$ cat src/hw/rtl/vmt_pkg.sv
// vmt_pkg: shared types, mode codes and register indexes for the vertex transform
// no dependencies
package vmt_pkg;

  localparam int CoordW = 32;   // q16.16 vector component
  localparam int CoefW  = 16;   // q2.14 matrix coefficient
  localparam int RowW   = 64;   // four packed coefficients
  localparam int NumLn  = 4;    // one lane per result column
  localparam int AccW   = 64;   // exact q.32 accumulator
  localparam int RndW   = AccW - 16;  // rounded q.16 before saturation

  typedef logic [1:0] func_t;
  localparam func_t FuncFull   = 2'd0;
  localparam func_t FuncRotate = 2'd1;
  localparam func_t FuncAffine = 2'd2;

  typedef logic [2:0] cfg_idx_t;
  localparam cfg_idx_t CfgRow0   = 3'd0;
  localparam cfg_idx_t CfgRow1   = 3'd1;
  localparam cfg_idx_t CfgRow2   = 3'd2;
  localparam cfg_idx_t CfgTransX = 3'd3;
  localparam cfg_idx_t CfgTransY = 3'd4;
  localparam cfg_idx_t CfgTransZ = 3'd5;
  localparam cfg_idx_t CfgWCoef  = 3'd6;

  // stage enables handed from the top level pipeline control to the lanes
  typedef struct packed {
    logic s1_en;
    logic s2_en;
  } lane_ctl_t;

endpackage

$ cat src/hw/rtl/vmt_merge.sv
// vmt_merge: saturates the four lane results, picks w and gathers the overflow flag
// depends on vmt_pkg
module vmt_merge (
  input  logic                               clk,
  input  logic                               en,
  input  vmt_pkg::func_t                     func_s2,
  input  logic signed [vmt_pkg::CoordW-1:0]  w_s2,
  input  logic signed [vmt_pkg::RndW-1:0]    rnd [vmt_pkg::NumLn],
  output logic [4*vmt_pkg::CoordW-1:0]       data_r,
  output logic                               ovf_r
);
  import vmt_pkg::*;

  logic [CoordW-1:0] sat [NumLn];
  logic [NumLn-1:0]  hit;
  logic [CoordW-1:0] w_sel;
  logic              ovf_nxt;

  always_comb begin
    for (int i = 0; i < NumLn; i++) begin
      // in range when all bits above the sign of a 32-bit word agree
      hit[i] = !((&rnd[i][RndW-1:CoordW-1]) || !(|rnd[i][RndW-1:CoordW-1]));
      if (!hit[i])            sat[i] = rnd[i][CoordW-1:0];
      else if (rnd[i][RndW-1]) sat[i] = {1'b1, {(CoordW-1){1'b0}}};
      else                    sat[i] = {1'b0, {(CoordW-1){1'b1}}};
    end
  end

  always_comb begin
    if (func_s2 == FuncFull) begin
      w_sel   = sat[3];
      ovf_nxt = |hit;
    end else begin
      w_sel   = w_s2;
      ovf_nxt = |hit[2:0];
    end
  end

  always_ff @(posedge clk) begin
    if (en) begin
      data_r <= {w_sel, sat[2], sat[1], sat[0]};
      ovf_r  <= ovf_nxt;
    end
  end

endmodule

$ cat config.mk
export PLATFORM = sky130hd
export DESIGN_NAME = vmt_merge
export DESIGN_NICKNAME = d
export VERILOG_FILES = /design/src/hw/rtl/vmt_pkg.sv /design/src/hw/rtl/vmt_merge.sv
export SDC_FILE = /design/constraint.sdc
export NUM_CORES = 1
export LEC_CHECK = 0
export BUFFER_PORTS_ARGS = -buffer_cell sky130_fd_sc_hd__buf_2
export CAP_MARGIN = 20
export CORE_AREA = 5 5 137 139
export DETAILED_ROUTE_END_ITERATION = 16
export DIE_AREA = 0 0 142 144
export GPL_TIMING_DRIVEN = 1
export HOLD_SLACK_MARGIN = 0.15
export PLACE_DENSITY = 0.74
export SYNTH_ARGS = -nofsm -noshare
export SYNTH_HDL_FRONTEND = slang
export SYNTH_SLANG_ARGS = --single-unit
$ cat constraint.sdc
create_clock -name clk -period 1.7 [get_ports clk]
set_input_delay 0.085 -clock clk [delete_from_list [all_inputs] [get_ports clk]]
set_output_delay 0.085 -clock clk [all_outputs]
set_load 0.02 [all_outputs]
# Yosys cells after proc, flatten, opt, wreduce, memory -nomap -nowiden
# Cells that the tools add are included.
[totals] inputBits=228 reg_bits=129 word_cells=35 rom_bits=0 n_memories=0 ramBits=0 out_inout_bits=129 latch_bits=0
[classes] div_mod_pow=0 shifts=0 n_addsub=0 muxes=10 n_lt_le_gt_ge=0 multipliers=0 reduce_logical=23 eq_ne=0 n_bitwise=0
[ops] op="$mux W32" n=9
[ops] op="$reduce_and A17 Y1" n=4
[ops] op="$reduce_or A17 Y1" n=4
[ops] op="$logic_not A1 Y1" n=8
[ops] op="$logic_or A1 B1 Y1" n=4
[ops] op="$reduce_or A4 Y1" n=1
[ops] op="$reduce_or A3 Y1" n=1
[ops] op="$logic_not A2 Y1" n=1
[ops] op="$mux W1" n=1

# Logic depth before layout (Yosys ltp)
[depth] ltp_word=6 depth_mapped=7 mapped_depth_nobuf=5

# Worst setup path after synthesis
# Ideal clock, no wire load.
[synth_path] path_kind="input-to-reg" start="in rnd[95] (netlist bit)" end="reg ovf_r (data pin)" arrival_ns=1.376 n_path_buf=0 cell_stages=5 setup_ns=0.272 required_time_ns=1.428 slack_ns=0.052 path_cell_list="nand4_1 > or4_4 > o22ai_4 > o21ai_1 > or4b_1"
[synth_via] elab_chain_len=6 elab_cells_between_ends=8 classes_between="mux (1); reduce/logical (7)"
[synth_lines] element="from (decl)" line="vmt_merge.sv:8" rtl="input logic signed [vmt_pkg::RndW-1:0] rnd [vmt_pkg::NumLn],"
[synth_lines] element="$reduce_or A17 Y1" line="vmt_merge.sv:22" rtl="hit[i] = !((&rnd[i][RndW-1:CoordW-1]) || !(|rnd[i][RndW-1:CoordW-1]));"
[synth_lines] element="$logic_not A1 Y1" line="vmt_merge.sv:22"
[synth_lines] element="$logic_or A1 B1 Y1 *" line="vmt_merge.sv:22"
[synth_lines] element="$logic_not A1 Y1 *" line="vmt_merge.sv:22"
[synth_lines] element="$reduce_or A4 Y1 or $reduce_or A3 Y1 (tied branches)" line="vmt_merge.sv:32, vmt_merge.sv:35"
[synth_lines] element="$mux W1 *" line="vmt_merge.sv:30" rtl="if (func_s2 == FuncFull) begin"
[synth_lines] element="named net ovf_nxt" line="vmt_merge.sv:17" rtl="logic ovf_nxt;"
[synth_lines] element="to (signal assigned)" line="vmt_merge.sv:42" rtl="ovf_r <= ovf_nxt;"
[synth_lines] element="to (decl)" line="vmt_merge.sv:10" rtl="output logic ovf_r"
# The timed path passes the listed nets; every way through them passes the cells marked *.
# A chain may end at the register's enable or synchronous reset.

# Final worst setup path
[layout_path] start="in rnd[132] (netlist bit)" end="reg ovf_r (data pin)"
# Same word-level chain as after synthesis.

==> impl_metrics.tcl <==
set metrics [dict create \
    syn_to_final_growth_pct 83.02 \
    clockBufferDepth 2 \
    status "finished clean" \
    syn-num-nets 570 \
    hold_viol 0 \
    portBuffers 356 \
    dp_hpwl_um 13090 \
    cts_setup_buffers 0 \
    layout-drive-gt1-share 0.4826 \
    multi_input_area_um2 1420 \
    wl_per_cell_um 18.24 \
    hp-class "primary input to flop" \
    critical_path_required_ps 1840 \
    chipWidth_um 142 \
    swShare 0.2477 \
    syn_area_um2 5388 \
    min_from "en" \
    cts.sinks 129 \
    cts_tree "done" \
    yosysWarnings 0 \
    synthXorXnorAreaFrac 0 \
    tns_ps 0 \
    start_util 0.3073 \
    p_leak_nw 4.589 \
    cp_num_buf_inv 2 \
    nets 1107 \
    regArea_um2 3874 \
    grt_overflow 0 \
    synth-seq-cells 129 \
    cts-root-buf "clkbuf_16" \
    crit_path_frequent_cell "nor4_1" \
    first_global_vias 5864 \
    clkPwrFrac 0.384 \
    cp_cell_sequence "buf_2 > nor4_1 > nand4_1 > nor4_1 > buf_4 > o21ai_1 > or4b_1" \
    min_to "data_r[23]" \
    finalInstanceArea_um2 9861 \
    ioPinCount 357 \
    n_antenna_cell 0 \
    grt_usage 0.1900 \
    path_delay_family "simple AND/OR/NAND/NOR gates" \
    drtAntennaViolNets 0 \
    dr.pass1.iters 4 \
    period_minus_slack_ps 1542 \
    synth.avg_cell_area_um2 15.75 \
    max_freq_ghz 0.6483 \
    critical_path_class "primary input to flop" \
    min_path_cells 1 \
    slowest_stage "or4b_1" \
    grt_max_degree 32 \
    antenna_found_initial 0 \
    critPathLaunchType "primary input" \
    placed_area_um2 7701 \
    vias 5441 \
    synth-edff-count 129 \
    critical_path.max_stage_delay_ps 490 \
    power_frac_comb 0.182 \
    grt_setup_unrepaired "no" \
    power_density_nw_per_um2 905.6 \
    nFillCells 1373 \
    max_slew_margin 0.6869 \
    slew_viol_final 0 \
    htreeDepth 4 \
    synth.distinct_cells 21 \
    p_int_mw 6.717 \
    die_area_um2 20450 \
    finish.utilization 0.5624 \
    p_seq_frac 0.434 \
    die_y_um 144 \
    synthFlopType "edfxtp_1" \
    routed_wl_um 20420 \
    arrival_ps 1680 \
    drc 0 \
    numCtsBuffers 17 \
    grt_pass1_wl_um 30020 \
    gp_congestion 0.8182 \
    yosysSeqAreaShare 0.7190 \
    ys_async_sr_fraction 0 \
    vdd_ir_drop_max_v 0.0006001 \
    p_switching_mw 2.212 \
    path_clk_slew_ps 60 \
    netlist_instances 342 \
    crit_path_end_kind "flop" \
    drt_iter0_drc 296 \
    num_rows 49 \
    worstMarginPinSlew_ps 469.7 \
    viasPerCell 4.858 \
    max_cap_viol_count 0 \
    finalSetupViolations 0 \
    synth.mux.area_fraction 0.002090 \
    synth_top_family_by_area "compound AO/OA/AOI/OAI gates" \
    yosys.area_share.simple 0.05806 \
    core_area_um2 17530 \
    synth_fa_ha_area_frac 0 \
    synth_compound_area_frac 0.1969 \
    cp_max_fo 3 \
    fin_crit_sh 0.9073 \
]
final cells by class:
type                    instances  share of cell area
clock buffers                  19             0.04390
clock inverters                12             0.01205
multi-input cells             181              0.1440
flip-flops and latches        129              0.3928
well taps                     229             0.02906
repair buffers                550              0.3781
power groups by stage:
stage / combinational (mW) / clock (mW) / sequential (mW)
final: 1.62 / 3.43 / 3.88
after global routing: 1.72 / 3.65 / 3.90
after CTS: 1.60 / 3.49 / 3.87
after detailed placement: 1.30 / 0 / 3.94
after global placement: 1.29 / 0 / 3.93
after floorplan: 0.223 / 0 / 4.29
cell usage after synthesis, types with 2 or more instances:
| master | count | area, µm² |
|---|---|---|
| nand3_1 | 5 | 25.02 |
| buf_2 | 7 | 35.03 |
| a21o_1 | 93 | 698.2 |
| clkbuf_1 | 25 | 93.84 |
| edfxtp_1 | 129 | 3874 |
| and4_1 | 2 | 17.52 |
| a221o_1 | 31 | 310.3 |
| or2_2 | 3 | 18.77 |
| nor3_1 | 3 | 15.01 |
| nand4_1 | 14 | 87.58 |
| nor4_1 | 18 | 112.6 |
| nor2_1 | 3 | 11.26 |
cell usage in the layout (no fill, tap or decap), types with 3 or more instances in the layout:
cell type / count
a21o_1: 93
a221o_1: 31
buf_12: 7
buf_2: 355
buf_4: 28
clkbuf_16: 17
clkinv_2: 4
clkinvlp_4: 3
dlygate4sd3_1: 160
edfxtp_1: 129
nand3_1: 5
nand4_1: 14
nor4_1: 16
or2_2: 3
metal layers:
layer	GRT usage	wire length, µm	vias to the layer above
met2	0.3453	10540	332
met5	0	0	-
met4	0.07727	607	0
met3	0.06349	1986	52
li1	-	-	2494
met1	0.2028	7291	2563
what timing repair did:
item	in CTS	in global routing
hold buffers	160	0
resized for setup	0	1
setup endpoints to repair	0	1
endpoints found under the hold margin	128	0
worst max-delay path by stage:
stage	from	endpoint	slack, ps	cells after the start
after floorplan	rnd[95]	ovf_r	50	5
after global placement	rnd[95]	ovf_r	-270	7
after detailed placement	rnd[128]	ovf_r	-280	7
after CTS	rnd[128]	ovf_r	160	7
after global routing	rnd[95]	ovf_r	30	7
final	rnd[132]	ovf_r	160	7
metrics by stage:
step	total power, mW	hold slack (ps)	worst slack (ps)	instances
detailed placement	5.241	342.7	-283.0	929
finish	8.930	170.5	157.5	1120
CTS	8.962	161.0	158.9	1120
global placement	5.214	341.4	-274.3	929
global route	9.273	158.8	27.89	1120
floorplan	4.518	197.5	51.81	342
sequential cells by signal (all words and copies together) (netlist names):
name and flops:
ovf_r 1, data_r 128
logic make-up (layout without fill, tap and decap cells):
kind of cell | count (synthesis) | count (layout)
AOI/OAI and AO/OA | 129 | 129
DFF | 129 | 129
and+or+nand+nor | 51 | 51
buffers and inverters | 32 | 581
muxes | 1 | 1
Note: power is estimated with default switching activity, not from simulation.
